<file path="config.mk">
export PLATFORM = sky130hd
export DESIGN_NAME = som_ctrl
export DESIGN_NICKNAME = d
export VERILOG_FILES = /design/src/hdl/som_winner_search_and_update_assert.svh /design/src/hdl/som_pkg.sv /design/src/hdl/som_ctrl.sv
export SDC_FILE = /design/constraint.sdc
export NUM_CORES = 1
export LEC_CHECK = 0
export BUFFER_PORTS_ARGS = -buffer_cell sky130_fd_sc_hd__buf_2
export CAP_MARGIN = 10
export CORE_AREA = 2 2 43 45
export DETAILED_ROUTE_END_ITERATION = 10
export DIE_AREA = 0 0 45 47
export SLEW_MARGIN = 10
export SYNTH_ARGS = -nofsm -noshare
export SYNTH_HDL_FRONTEND = slang
export SYNTH_SLANG_ARGS = --single-unit
</file>
<file path="constraint.sdc">
create_clock -name clk -period 2.6 [get_ports clk]
set_input_delay 0.52 -clock clk [delete_from_list [all_inputs] [get_ports clk]]
set_output_delay 0.52 -clock clk [all_outputs]
set_load 0.1 [all_outputs]
</file>
<file path="src/hdl/som_winner_search_and_update_assert.svh">
// Assertion macros for the SOM winner search block.
// No dependencies; included by the top level.
`ifndef SOM_WINNER_SEARCH_AND_UPDATE_ASSERT_SVH
`define SOM_WINNER_SEARCH_AND_UPDATE_ASSERT_SVH
`ifndef SYNTHESIS
`define SOM_ASSERT_IMP(lbl, clk, rst_n, a, c, msg) \
  lbl: assert property (@(posedge clk) disable iff (!rst_n) (a) |-> (c)) else $error(msg);
`define SOM_ASSERT_NXT(lbl, clk, rst_n, a, c, msg) \
  lbl: assert property (@(posedge clk) disable iff (!rst_n) (a) |=> (c)) else $error(msg);
`else
`define SOM_ASSERT_IMP(lbl, clk, rst_n, a, c, msg)
`define SOM_ASSERT_NXT(lbl, clk, rst_n, a, c, msg)
`endif
`endif

</file>
<file path="src/hdl/som_pkg.sv">
// Package for the SOM winner search block: constants and controller types.
// No dependencies.
package som_pkg;
  localparam int MAP_ROWS     = 8;
  localparam int MAP_COLS     = 8;
  localparam int FEATURE_BITS = 16;
  localparam int DIST_BITS    = 33;
  localparam int RESET_FEATURE = 179;

  localparam logic [1:0] REG_RATE   = 2'd0;
  localparam logic [1:0] REG_RADIUS = 2'd1;
  localparam logic [1:0] REG_WFIRST = 2'd2;
  localparam logic [1:0] REG_WSECOND = 2'd3;

  typedef enum logic [7:0] {
    ST_IDLE  = 8'b0000_0001,
    ST_SCAN  = 8'b0000_0010,
    ST_DRAIN = 8'b0000_0100,
    ST_OUT   = 8'b0000_1000,
    ST_TRD   = 8'b0001_0000,
    ST_TWAIT = 8'b0010_0000,
    ST_TMUL  = 8'b0100_0000,
    ST_TWR   = 8'b1000_0000
  } state_t;

  typedef struct packed {
    logic load;       // capture sample
    logic scan_rd;    // issue scan read
    logic tr_rd;      // issue training read
    logic tr_mul;     // register step products
    logic tr_wr;      // write trained entry
  } cmd_t;

  typedef struct packed {
    logic scan_last;  // last scan address issued
    logic scan_busy;  // distance pipeline still holds reads
    logic tr_valid;   // current cross target in map
    logic tr_last;    // last cross target
  } sts_t;
endpackage

</file>
<file path="src/hdl/som_ctrl.sv">
// Controller FSM for the SOM block: scan, report, then, for a train item, train the cross.
// Depends on som_pkg.
module som_ctrl (
  input  logic          clk,
  input  logic          rst_n,
  input  logic          in_fire,
  input  logic          op,
  input  logic          out_ready,
  input  logic          clr_done,
  input  som_pkg::sts_t sts,
  output som_pkg::cmd_t cmd,
  output logic          in_rdy,
  output logic          out_vld
);
  som_pkg::state_t state_r, state_nxt;
  logic train_r, train_nxt;

  always_ff @(posedge clk) begin
    if (!rst_n) begin
      state_r <= som_pkg::ST_IDLE;
      train_r <= 1'b0;
    end else begin
      state_r <= state_nxt;
      train_r <= train_nxt;
    end
  end

  assign in_rdy  = (state_r == som_pkg::ST_IDLE) && clr_done;
  assign out_vld = (state_r == som_pkg::ST_OUT);

  always_comb begin
    state_nxt = state_r;
    train_nxt = train_r;
    cmd = '0;
    unique case (state_r)
      som_pkg::ST_IDLE: begin
        if (in_fire) begin
          cmd.load = 1'b1;
          train_nxt = op;
          state_nxt = som_pkg::ST_SCAN;
        end
      end
      som_pkg::ST_SCAN: begin
        cmd.scan_rd = 1'b1;
        if (sts.scan_last) state_nxt = som_pkg::ST_DRAIN;
      end
      som_pkg::ST_DRAIN: begin
        if (!sts.scan_busy) state_nxt = som_pkg::ST_OUT;
      end
      som_pkg::ST_OUT: begin
        if (out_ready) state_nxt = train_r ? som_pkg::ST_TRD : som_pkg::ST_IDLE;
      end
      som_pkg::ST_TRD: begin
        if (sts.tr_valid) begin
          cmd.tr_rd = 1'b1;
          state_nxt = som_pkg::ST_TWAIT;
        end else begin
          cmd.tr_wr = 1'b0;
          state_nxt = sts.tr_last ? som_pkg::ST_IDLE : som_pkg::ST_TRD;
          cmd.tr_mul = 1'b0;
        end
      end
      som_pkg::ST_TWAIT: state_nxt = som_pkg::ST_TMUL;
      som_pkg::ST_TMUL: begin
        cmd.tr_mul = 1'b1;
        state_nxt = som_pkg::ST_TWR;
      end
      som_pkg::ST_TWR: begin
        cmd.tr_wr = 1'b1;
        state_nxt = sts.tr_last ? som_pkg::ST_IDLE : som_pkg::ST_TRD;
      end
      default: state_nxt = som_pkg::ST_IDLE;
    endcase
  end
endmodule

</file>
==> metrics.txt, run 1 <==
# TYPE chip_impl_metric gauge
chip_impl_metric{name="overflow",unit=""} 0
chip_impl_metric{name="grt_pass1_wl",unit="µm"} 2270
chip_impl_metric{name="routed_wire_length_per_instance",unit="µm"} 12.7
chip_impl_metric{name="synth-edff-count",unit=""} 0
chip_impl_metric{name="gp_routability_congestion",unit=""} 0.732
chip_impl_metric{name="p_int",unit="mW"} 0.235
chip_impl_metric{name="n_antenna_cell",unit=""} 0
chip_impl_metric{name="drt-vias-per-instance",unit=""} 5.56
chip_impl_metric{name="vias",unit=""} 595
chip_impl_metric{name="port_buffers",unit=""} 16
chip_impl_metric{name="cts.clk_slew.worst_paths",unit="ns"} 0.06
chip_impl_metric{name="rr_worst_depth",unit=""} 4
chip_impl_info{name="path_class",value="reg -> out"} 1
chip_impl_metric{name="worst_path_largest_cell_delay",unit="ns"} 0.43
chip_impl_metric{name="cts_setup_buffers",unit=""} 0
chip_impl_metric{name="via_count_of_the_first_global_routing_pass",unit=""} 527
chip_impl_info{name="worst_setup_path_start_kind",value="register"} 1
chip_impl_metric{name="clock_path_buffers",unit=""} 2
chip_impl_metric{name="aggregate_negative_setup_slack",unit="ns"} 0
chip_impl_metric{name="ctsResizeCount",unit=""} 0
chip_impl_metric{name="post_synth_instance_area",unit="µm²"} 613
chip_impl_metric{name="synth.yosys.seq_area_share",unit=""} 0.294
chip_impl_metric{name="number_of_failing_hold_endpoints_at_the_final_stage",unit=""} 0
chip_impl_metric{name="crit_path_max_fanout",unit=""} 7
chip_impl_metric{name="dieWidth",unit="µm"} 45
chip_impl_metric{name="synthesis.nets",unit=""} 82
chip_impl_info{name="worstPathCellList",value="nor4_4, nand4_1, inv_1, buf_2"} 1
chip_impl_metric{name="fin_nets",unit=""} 101
chip_impl_metric{name="worst-slew-pin-transition",unit="ns"} 0.487
chip_impl_info{name="worst_hold_path_type",value="in -> reg"} 1
chip_impl_metric{name="total_power",unit="mW"} 0.366
chip_impl_info{name="worst_hold_path.endpoint",value="train_r"} 1
chip_impl_metric{name="timing_max_transition_violations_final",unit=""} 0
chip_impl_metric{name="max-slew-margin-rel",unit=""} 0.678
chip_impl_metric{name="leakagePower",unit="nW"} 0.328
chip_impl_metric{name="fmaxAchievable",unit="GHz"} 0.427
chip_impl_info{name="clock-root-buffer",value="sky130_fd_sc_hd__clkbuf_4"} 1
chip_impl_metric{name="die_area",unit="µm²"} 2120
chip_impl_metric{name="worst-endpoint-required",unit="ns"} 2.08
chip_impl_metric{name="ys.warnings.count",unit=""} 0
chip_impl_info{name="layout.cells.most_common",value="sky130_fd_sc_hd__buf_2"} 1
chip_impl_metric{name="r2r_slack",unit="ns"} 1.10
chip_impl_info{name="grt_setup_unrepaired",value="no"} 1
chip_impl_metric{name="htreeDepth",unit=""} 1
chip_impl_metric{name="worst_vdd_rail_ir_drop",unit="µV"} 264
chip_impl_metric{name="floorplan.io_pins",unit=""} 17
chip_impl_info{name="synthDominantAreaCellType",value="sky130_fd_sc_hd__dfxtp_1"} 1
chip_impl_info{name="slowest_stage",value="sky130_fd_sc_hd__nor4_4"} 1
chip_impl_metric{name="synth-async-reset-ratio",unit=""} 0
chip_impl_metric{name="hold_path_depth",unit=""} 3
chip_impl_metric{name="rows",unit=""} 15
chip_impl_metric{name="drt.antenna.violating_nets",unit=""} 0
chip_impl_metric{name="power_frac_clock",unit=""} 0.317
chip_impl_metric{name="tritoncts_num_sinks",unit=""} 9
chip_impl_metric{name="initial_core_utilization",unit=""} 0.371
chip_impl_metric{name="synth_seq_cells",unit=""} 9
chip_impl_metric{name="cap_violations",unit=""} 0
chip_impl_info{name="hold_path_startpoint",value="op"} 1
chip_impl_info{name="critical_path.endpoint_type",value="primary output"} 1
chip_impl_metric{name="number_of_buffers_added_by_the_clock_tree_synthesis_step",unit=""} 3
chip_impl_metric{name="worstSkewPairLatency",unit="ns"} 0.27
chip_impl_info{name="outcome",value="completed"} 1
chip_impl_info{name="synth_ff_type",value="sky130_fd_sc_hd__dfxtp_1"} 1
chip_impl_metric{name="drive_gt1_frac",unit=""} 0.289
chip_impl_metric{name="grt_antenna_before_repair",unit=""} 0
chip_impl_metric{name="core_area",unit="µm²"} 1650
chip_impl_metric{name="power_per_cell_area",unit="nW/µm²"} 501
chip_impl_metric{name="dp.final_hpwl",unit="µm"} 1070
chip_impl_info{name="cts_tree",value="done"} 1
chip_impl_metric{name="grtUsageTotal",unit=""} 0.155
chip_impl_metric{name="synth_area_per_cell",unit="µm²"} 8.52
chip_impl_metric{name="finalWirelength",unit="µm"} 1350
chip_impl_metric{name="timing.clock.skew",unit="ns"} 0.00516
chip_impl_metric{name="drc",unit=""} 0
chip_impl_info{name="synth_area_leaders",value="sky130_fd_sc_hd__dfxtp_1 29%, sky130_fd_sc_hd__nor2_1 4.9%, sky130_fd_sc_hd__inv_1 4.3%"} 1
chip_impl_metric{name="grt_max_degree",unit=""} 10
chip_impl_info{name="rr_startpoint",value="state_r[3]"} 1
chip_impl_metric{name="cts_hold_repair.buffers",unit=""} 0
chip_impl_metric{name="power.share.switching",unit=""} 0.357
chip_impl_metric{name="seq_power_share",unit=""} 0.411
chip_impl_metric{name="post_synthesis_cells",unit=""} 72
chip_impl_metric{name="period_needed",unit="ns"} 2.34
chip_impl_metric{name="setup_viol_count_final",unit=""} 0
chip_impl_metric{name="drt_pre_antenna_iters",unit=""} 3
chip_impl_metric{name="detailed_router_s_first_iteration_violation_count",unit=""} 5
chip_impl_metric{name="relative_area_change_from_synthesis_to_final_layout",unit="%"} 19.2
chip_impl_info{name="layout_common_cells",value="16 x sky130_fd_sc_hd__buf_2, 9 x sky130_fd_sc_hd__dfxtp_1, 8 x sky130_fd_sc_hd__nor2_1, 7 x sky130_fd_sc_hd__inv_1"} 1
chip_impl_metric{name="final_worst_path_period_share",unit=""} 0.901
chip_impl_metric{name="yosys_cell_types",unit=""} 36
chip_impl_metric{name="pwr-share-comb",unit=""} 0.271
chip_impl_metric{name="switching_power",unit="mW"} 0.131
chip_impl_metric{name="synth.top_cell.area_share",unit=""} 0.294
chip_impl_metric{name="dieHeight",unit="µm"} 47
chip_impl_info{name="timing.rr.end",value="state_r[2]"} 1
chip_impl_metric{name="cp.arrival",unit="ns"} 1.82
-- critical path, delay by kind of cell, from the launching register on --
kind / cells / cell delay [ns]
buffers and inverters: 2 / 0.51
flip-flops: 1 / 0.39
AND/OR/NAND/NOR: 2 / 0.65
-- synth_stat cells (2+ instances only) --
cell type,instances
sky130_fd_sc_hd__and2_1,2
sky130_fd_sc_hd__dfxtp_1,9
sky130_fd_sc_hd__nand3_1,4
sky130_fd_sc_hd__nor2_1,8
sky130_fd_sc_hd__inv_1,7
sky130_fd_sc_hd__o211ai_1,2
sky130_fd_sc_hd__a221oi_1,2
sky130_fd_sc_hd__nand2_1,3
sky130_fd_sc_hd__a21oi_1,4
sky130_fd_sc_hd__nor3b_1,2
sky130_fd_sc_hd__nor2b_1,4
-- cell type report --
cell class	count	area (µm²)
well taps	17	21.3
repair buffers	16	80.1
multi-input cells	54	397
flip-flops and latches	9	180
inverters	7	26.3
fillers	178	921
clock buffers	4	26.3
-- logic make-up after synthesis --
| family | count (synthesis) | synth area share |
|---|---|---|
| and+or+nand+nor | 38 | 0.433 |
| xor gates and xnor gates | 2 | 0.0286 |
| buffers and inverters | 9 | 0.0592 |
| muxes | 1 | 0.0163 |
| DFF | 9 | 0.294 |
| AOI/OAI and AO/OA | 13 | 0.169 |
-- how the worst max path moves through the flow --
| stage | to | from |
|---|---|---|
| after floorplan | cmd[2] | state_r[5] |
| after global placement | cmd[4] | state_r[4] |
| after detailed placement | cmd[4] | state_r[4] |
| after CTS | cmd[4] | state_r[4] |
| after global routing | cmd[4] | state_r[4] |
| final | cmd[4] | state_r[4] |
-- state kept, by name, indices dropped and copies added, names as in the netlist --
name     count
train_r      1
state_r      8
-- power by group through the flow --
stage / logic, mW / registers [mW] / clock network (mW)
after CTS: 0.0996 / 0.151 / 0.113
final: 0.0994 / 0.151 / 0.116
after floorplan: 0.0800 / 0.152 / 0
after detailed placement: 0.0993 / 0.154 / 0
after global placement: 0.0992 / 0.154 / 0
after global routing: 0.108 / 0.152 / 0.123
-- metal layers --
| metal | track usage | share of wire |
|---|---|---|
| met1 | 0.188 | 0.47 |
| met5 | 0 | 0 |
| met2 | 0.246 | 0.44 |
| met3 | 0.0346 | 0.051 |
| met4 | 0.106 | 0.030 |
-- through the flow --
step	util	std cells	hold slack [ns]	instance area [µm²]	worst slack, ns
2_1_floorplan	-	72	0.449	613	0.450
3_3_place_gp	0.427	103	0.484	704	0.577
3_5_place_dp	0.427	103	0.475	704	0.546
4_1_cts	0.442	107	0.485	731	0.251
5_1_grt	0.442	107	0.513	731	0.107
6_report	0.442	107	0.481	731	0.257
Power figures use the tool's default switching activity.
==> run 2: changes to the inputs <==
SETUP_SLACK_MARGIN = 0.5   (was not set)
==> metrics.txt, run 2 (synthesis gave the netlist of run 1 again) <==
# TYPE chip_impl_metric gauge
chip_impl_info{name="outcome",value="completed"} 1
chip_impl_metric{name="clock_path_buffers",unit=""} 2
chip_impl_metric{name="cap_violations",unit=""} 0
chip_impl_metric{name="core_area",unit="µm²"} 1650
chip_impl_metric{name="timing_max_transition_violations_final",unit=""} 0
chip_impl_metric{name="leakagePower",unit="nW"} 0.360
chip_impl_metric{name="tritoncts_num_sinks",unit=""} 9
chip_impl_metric{name="aggregate_negative_setup_slack",unit="ns"} 0
chip_impl_metric{name="worst-endpoint-required",unit="ns"} 2.08
chip_impl_info{name="critical_path.endpoint_type",value="primary output"} 1
chip_impl_metric{name="grt_antenna_before_repair",unit=""} 0
chip_impl_metric{name="dieHeight",unit="µm"} 47
chip_impl_metric{name="overflow",unit=""} 0
chip_impl_metric{name="drt.antenna.violating_nets",unit=""} 0
chip_impl_info{name="layout_common_cells",value="9 x sky130_fd_sc_hd__buf_2, 6 x sky130_fd_sc_hd__inv_1, 6 x sky130_fd_sc_hd__dfxtp_1, 5 x sky130_fd_sc_hd__nor2_1, 5 x sky130_fd_sc_hd__buf_4"} 1
chip_impl_info{name="worst_hold_path_type",value="reg -> reg"} 1
chip_impl_info{name="cts_tree",value="done"} 1
chip_impl_metric{name="power_per_cell_area",unit="nW/µm²"} 453
chip_impl_metric{name="largest_reg_flops",unit=""} 8
chip_impl_info{name="grt_setup_unrepaired",value="yes"} 1
chip_impl_metric{name="floorplan.io_pins",unit=""} 17
chip_impl_metric{name="detailed_router_s_first_iteration_violation_count",unit=""} 12
chip_impl_metric{name="relative_area_change_from_synthesis_to_final_layout",unit="%"} 36.7
chip_impl_metric{name="n_antenna_cell",unit=""} 0
chip_impl_metric{name="setup_viol_count_final",unit=""} 0
chip_impl_metric{name="drt-vias-per-instance",unit=""} 5.63
chip_impl_info{name="clock-root-buffer",value="sky130_fd_sc_hd__clkbuf_4"} 1
chip_impl_info{name="timing.rr.end",value="state_r[2]"} 1
chip_impl_metric{name="port_buffers",unit=""} 16
chip_impl_metric{name="gp_routability_congestion",unit=""} 0.729
chip_impl_metric{name="period_needed",unit="ns"} 2.06
chip_impl_info{name="layout.cells.most_common",value="sky130_fd_sc_hd__buf_2"} 1
chip_impl_metric{name="dp.final_hpwl",unit="µm"} 1090
chip_impl_metric{name="grt_pass1_wl",unit="µm"} 2370
chip_impl_metric{name="fin_nets",unit=""} 104
chip_impl_metric{name="post-route-cell-area",unit="µm²"} 838
chip_impl_metric{name="final_core_utilization",unit=""} 0.508
chip_impl_metric{name="dieWidth",unit="µm"} 45
chip_impl_metric{name="routed_wire_length_per_instance",unit="µm"} 12.8
chip_impl_metric{name="cts_hold_repair.buffers",unit=""} 0
chip_impl_metric{name="via_count_of_the_first_global_routing_pass",unit=""} 545
chip_impl_info{name="path_class",value="reg -> out"} 1
chip_impl_metric{name="worstSkewPairLatency",unit="ns"} 0.26
chip_impl_metric{name="drt_pre_antenna_iters",unit=""} 4
chip_impl_metric{name="cp.arrival",unit="ns"} 1.54
chip_impl_info{name="largest_registers",value="state_r (8), train_r (1)"} 1
chip_impl_metric{name="finalWirelength",unit="µm"} 1400
chip_impl_info{name="rr_startpoint",value="state_r[3]"} 1
chip_impl_info{name="top_register",value="state_r"} 1
chip_impl_metric{name="initial_core_utilization",unit=""} 0.371
chip_impl_metric{name="grtUsageTotal",unit=""} 0.153
chip_impl_metric{name="crit_path_max_fanout",unit=""} 5
chip_impl_metric{name="die_area",unit="µm²"} 2120
chip_impl_metric{name="timing.clock.skew",unit="ns"} 0.00790
chip_impl_metric{name="placement.cell_area",unit="µm²"} 707
chip_impl_metric{name="rr_worst_depth",unit=""} 4
chip_impl_metric{name="cts.clk_slew.worst_paths",unit="ns"} 0.06
chip_impl_metric{name="drive_gt1_frac",unit=""} 0.419
chip_impl_metric{name="number_of_failing_hold_endpoints_at_the_final_stage",unit=""} 0
chip_impl_info{name="critPathCapture",value="out_vld"} 1
chip_impl_info{name="timing.critical_path.from",value="state_r[0]"} 1
chip_impl_metric{name="worst-slew-pin-transition",unit="ns"} 0.375
chip_impl_metric{name="total_power",unit="mW"} 0.380
chip_impl_metric{name="finalHoldWorstSlack",unit="ns"} 0.484
chip_impl_info{name="worst_setup_path_start_kind",value="register"} 1
chip_impl_metric{name="worst_vdd_rail_ir_drop",unit="µV"} 378
chip_impl_metric{name="final_worst_path_period_share",unit=""} 0.794
chip_impl_metric{name="grt_max_degree",unit=""} 10
chip_impl_metric{name="vias",unit=""} 619
chip_impl_metric{name="r2r_slack",unit="ns"} 1.07
chip_impl_metric{name="max-slew-margin-rel",unit=""} 0.749
chip_impl_metric{name="rows",unit=""} 15
chip_impl_metric{name="htreeDepth",unit=""} 1
chip_impl_metric{name="fmaxAchievable",unit="GHz"} 0.485
chip_impl_metric{name="drc",unit=""} 0
chip_impl_metric{name="number_of_buffers_added_by_the_clock_tree_synthesis_step",unit=""} 3
[run 2: changes by cell type in the layout (fill, tap and decap cells not counted), moves of 2 or more]
cell	change
sky130_fd_sc_hd__buf_4	+5
sky130_fd_sc_hd__buf_2	-7
sky130_fd_sc_hd__nor2_2	+3
sky130_fd_sc_hd__nor2_1	-3
sky130_fd_sc_hd__dfxtp_1	-3
sky130_fd_sc_hd__buf_12	+3
sky130_fd_sc_hd__buf_6	+2
sky130_fd_sc_hd__dfxtp_2	+2
[run 2: routing by layer]
layer,track usage,wire [µm]
met1,0.208,636
met2,0.243,664
met3,0.0269,77
met4,0.0588,26
met5,0,0
[run 2: what timing repair did]
item	CTS	global route
setup buffers	1	2
pin swaps	1	3
endpoints found under the setup margin	7	7
resized for setup	15	12
[run 2: critical path: stages (launching register included)]
cell and delay [ns]:
sky130_fd_sc_hd__dfxtp_1 0.35, sky130_fd_sc_hd__nor4_2 0.39, sky130_fd_sc_hd__and4b_4 0.32, sky130_fd_sc_hd__buf_6 0.23
[run 2: how the worst min path moves through the flow]
stage          slack, ns    start          to  depth (start not counted)
2_1_floorplan       0.45  train_r  state_r[4]                          2
3_3_place_gp        0.48  train_r  state_r[4]                          2
3_5_place_dp        0.48  train_r  state_r[4]                          2
4_1_cts             0.49  train_r  state_r[4]                          2
5_1_grt             0.51  train_r  state_r[4]                          2
6_report            0.48  train_r  state_r[4]                          2
[run 2: power breakdown]
part / internal [mW] / switching [mW] / leakage, nW
Sequential: 0.142 / 0.00767 / 0.0750
Combinational: 0.0510 / 0.0714 / 0.270
Clock: 0.0590 / 0.0487 / 0.0150
Total: 0.252 / 0.128 / 0.360
[run 2: per-stage QoR]
step	std cells	setup WS (ns)
finish	110	0.537
global placement	103	0.580
global route	110	0.440
floorplan	72	0.511
CTS	108	0.428
detailed placement	103	0.548
[run 2: layout make-up]
type | instances | area, µm²
Clock buffer | 4 | 26.3
Inverter | 7 | 26.3
Timing Repair Buffer | 19 | 165
Fill cell | 168 | 813
Sequential cell | 9 | 186
Tap cell | 17 | 21.3
Multi-Input combinational cell | 54 | 413
==> run 3: changes to the inputs <==
clock period = 1.9 ns   (was 2.6 ns; I/O delays follow)
==> metrics.txt, run 3 (synthesis gave the netlist of run 1 again) <==
# TYPE chip_impl_metric gauge
chip_impl_info{name="grt_busiest_layer",value="met2"} 1
chip_impl_metric{name="aggregate_negative_setup_slack",unit="ns"} -0.000625
chip_impl_info{name="cts_tree",value="done"} 1
chip_impl_metric{name="setup_viol_count_final",unit=""} 1
chip_impl_metric{name="n_fill_cell",unit=""} 130
chip_impl_info{name="path_class",value="reg -> out"} 1
chip_impl_metric{name="r2r_slack",unit="ns"} 0.23
chip_impl_info{name="critical_path.endpoint_type",value="primary output"} 1
chip_impl_metric{name="crit_path_max_fanout",unit=""} 4
chip_impl_metric{name="placement.cell_area",unit="µm²"} 876
chip_impl_metric{name="routed_wire_length_per_instance",unit="µm"} 14.3
chip_impl_metric{name="drt.antenna.violating_nets",unit=""} 0
chip_impl_metric{name="via_count_of_the_first_global_routing_pass",unit=""} 610
chip_impl_metric{name="power_per_cell_area",unit="nW/µm²"} 501
chip_impl_metric{name="grt_pass1_wl",unit="µm"} 2530
chip_impl_metric{name="detailed_router_s_first_iteration_violation_count",unit=""} 4
chip_impl_info{name="failed_checks",value="setup timing"} 1
chip_impl_metric{name="worst-endpoint-required",unit="ns"} 1.52
chip_impl_info{name="worst_setup_path_start_kind",value="register"} 1
chip_impl_info{name="outcome",value="complete, but fails checks"} 1
chip_impl_metric{name="drive_gt1_frac",unit=""} 0.648
chip_impl_metric{name="max-slew-margin-rel",unit=""} 0.756
chip_impl_metric{name="grt_antenna_before_repair",unit=""} 0
chip_impl_metric{name="number_of_buffers_added_by_the_clock_tree_synthesis_step",unit=""} 3
chip_impl_metric{name="post-route-cell-area",unit="µm²"} 1120
chip_impl_metric{name="dieHeight",unit="µm"} 47
chip_impl_metric{name="htreeDepth",unit=""} 1
chip_impl_info{name="layout.cells.most_common",value="sky130_fd_sc_hd__buf_4"} 1
chip_impl_info{name="worst_hold_path_type",value="in -> reg"} 1
chip_impl_metric{name="grtUsageTotal",unit=""} 0.165
chip_impl_metric{name="largest_reg_flops",unit=""} 8
chip_impl_metric{name="period_needed",unit="ns"} 1.90
chip_impl_metric{name="gp_routability_congestion",unit=""} 0.733
chip_impl_metric{name="global_route.usage.met3",unit=""} 0.0269
chip_impl_metric{name="n_antenna_cell",unit=""} 0
chip_impl_metric{name="finalWirelength",unit="µm"} 1780
chip_impl_metric{name="die_area",unit="µm²"} 2120
chip_impl_metric{name="cap_violations",unit=""} 0
chip_impl_metric{name="port_buffers",unit=""} 16
chip_impl_metric{name="vias",unit=""} 667
chip_impl_metric{name="dieWidth",unit="µm"} 45
chip_impl_metric{name="global_route_met2_usage",unit=""} 0.300
chip_impl_metric{name="fin_nets",unit=""} 119
chip_impl_metric{name="number_of_failing_hold_endpoints_at_the_final_stage",unit=""} 0
chip_impl_metric{name="dp.final_hpwl",unit="µm"} 1170
chip_impl_metric{name="worstSkewPairLatency",unit="ns"} 0.27
chip_impl_metric{name="drc",unit=""} 0
chip_impl_metric{name="clock_path_buffers",unit=""} 2
chip_impl_metric{name="timing.final.ws_setup",unit="ns"} -0.000625
chip_impl_metric{name="fmaxAchievable",unit="GHz"} 0.526
chip_impl_metric{name="relative_area_change_from_synthesis_to_final_layout",unit="%"} 83.3
chip_impl_metric{name="multi_input_comb_area",unit="µm²"} 503
chip_impl_metric{name="groute.layer.met1.usage",unit=""} 0.194
chip_impl_metric{name="drt_pre_antenna_iters",unit=""} 4
chip_impl_metric{name="finalHoldWorstSlack",unit="ns"} 0.354
chip_impl_info{name="top_register",value="state_r"} 1
chip_impl_metric{name="floorplan.io_pins",unit=""} 17
chip_impl_metric{name="timing.clock.skew",unit="ns"} 0.00777
chip_impl_metric{name="drt-vias-per-instance",unit=""} 5.34
chip_impl_info{name="grt_setup_unrepaired",value="yes"} 1
chip_impl_info{name="largest_registers",value="state_r (8), train_r (1)"} 1
chip_impl_metric{name="timing_max_transition_violations_final",unit=""} 0
chip_impl_info{name="clock-root-buffer",value="sky130_fd_sc_hd__clkbuf_4"} 1
chip_impl_metric{name="final_worst_path_period_share",unit=""} 1.00
chip_impl_metric{name="leakagePower",unit="nW"} 0.441
chip_impl_metric{name="overflow",unit=""} 0
chip_impl_metric{name="core_area",unit="µm²"} 1650
chip_impl_metric{name="initial_core_utilization",unit=""} 0.371
chip_impl_metric{name="tritoncts_num_sinks",unit=""} 9
chip_impl_metric{name="ff_latch_area",unit="µm²"} 204
chip_impl_metric{name="grt_max_degree",unit=""} 9
chip_impl_metric{name="cts.clk_slew.worst_paths",unit="ns"} 0.07
chip_impl_metric{name="worst_vdd_rail_ir_drop",unit="µV"} 390
chip_impl_info{name="layout_common_cells",value="15 x sky130_fd_sc_hd__buf_4, 9 x sky130_fd_sc_hd__buf_2, 7 x sky130_fd_sc_hd__buf_12, 6 x sky130_fd_sc_hd__dfxtp_4, 5 x sky130_fd_sc_hd__nor2_1"} 1
chip_impl_metric{name="rows",unit=""} 15
chip_impl_metric{name="cp.arrival",unit="ns"} 1.52
chip_impl_metric{name="worst-slew-pin-transition",unit="ns"} 0.365
run 3: changes by cell type in the layout (fill, tap and decap cells not counted), sizes merged:
cell / change
clkinvlp: +3
buf: +15
inv: -3
run 3: power by group:
part	internal (mW)	switching, mW	total (mW)
sequential	0.190	0.0142	0.205
combinational	0.0941	0.112	0.206
clock	0.0811	0.0713	0.152
total	0.366	0.198	0.563
run 3: area by class of cell:
| cell class | count | area share |
|---|---|---|
| Multi-Input combinational cell | 54 | 0.448 |
| Timing Repair Buffer | 34 | 0.295 |
| Sequential cell | 9 | 0.182 |
| Inverter | 7 | 0.0334 |
| Clock buffer | 4 | 0.0234 |
| Tap cell | 17 | 0.0189 |
run 3: final timing paths:
kind	start	to	depth (start not counted)
setup / recovery	state_r[6]	in_rdy	4
hold / removal	op	train_r	3
setup reg to reg	state_r[6]	state_r[2]	7
hold reg to reg	train_r	state_r[4]	2
run 3: worst max-delay path, cell delays in order, from the launching register on:
cell and delay, ns:
sky130_fd_sc_hd__dfxtp_4 0.36, sky130_fd_sc_hd__nor4_4 0.33, sky130_fd_sc_hd__buf_4 0.17, sky130_fd_sc_hd__and4_4 0.21
sky130_fd_sc_hd__buf_12 0.17
run 3: per-stage QoR:
stage	power, mW	std cells	setup WS [ns]	util
finish	0.563	125	-0.000625	0.680
global route	0.588	125	-0.0364	0.680
CTS	0.542	118	-0.00656	0.600
detailed placement	0.381	106	0.202	0.530
global placement	0.381	106	0.238	0.530
floorplan	0.326	72	0.147	-
run 3: repair_timing:
action | CTS | global route
buffers inserted | 8 | 7
setup endpoints to repair | 12 | 14
hold buffers | 0 | 0
gates resized for setup | 9 | 20
pin swaps | 5 | 6
run 3: layer usage:
layer,part of all wire,up-vias,wire length [µm]
met5,0,-,0
met4,0.011,0,19
met3,0.029,2,52
met2,0.53,14,953
met1,0.42,314,757
li1,-,337,-
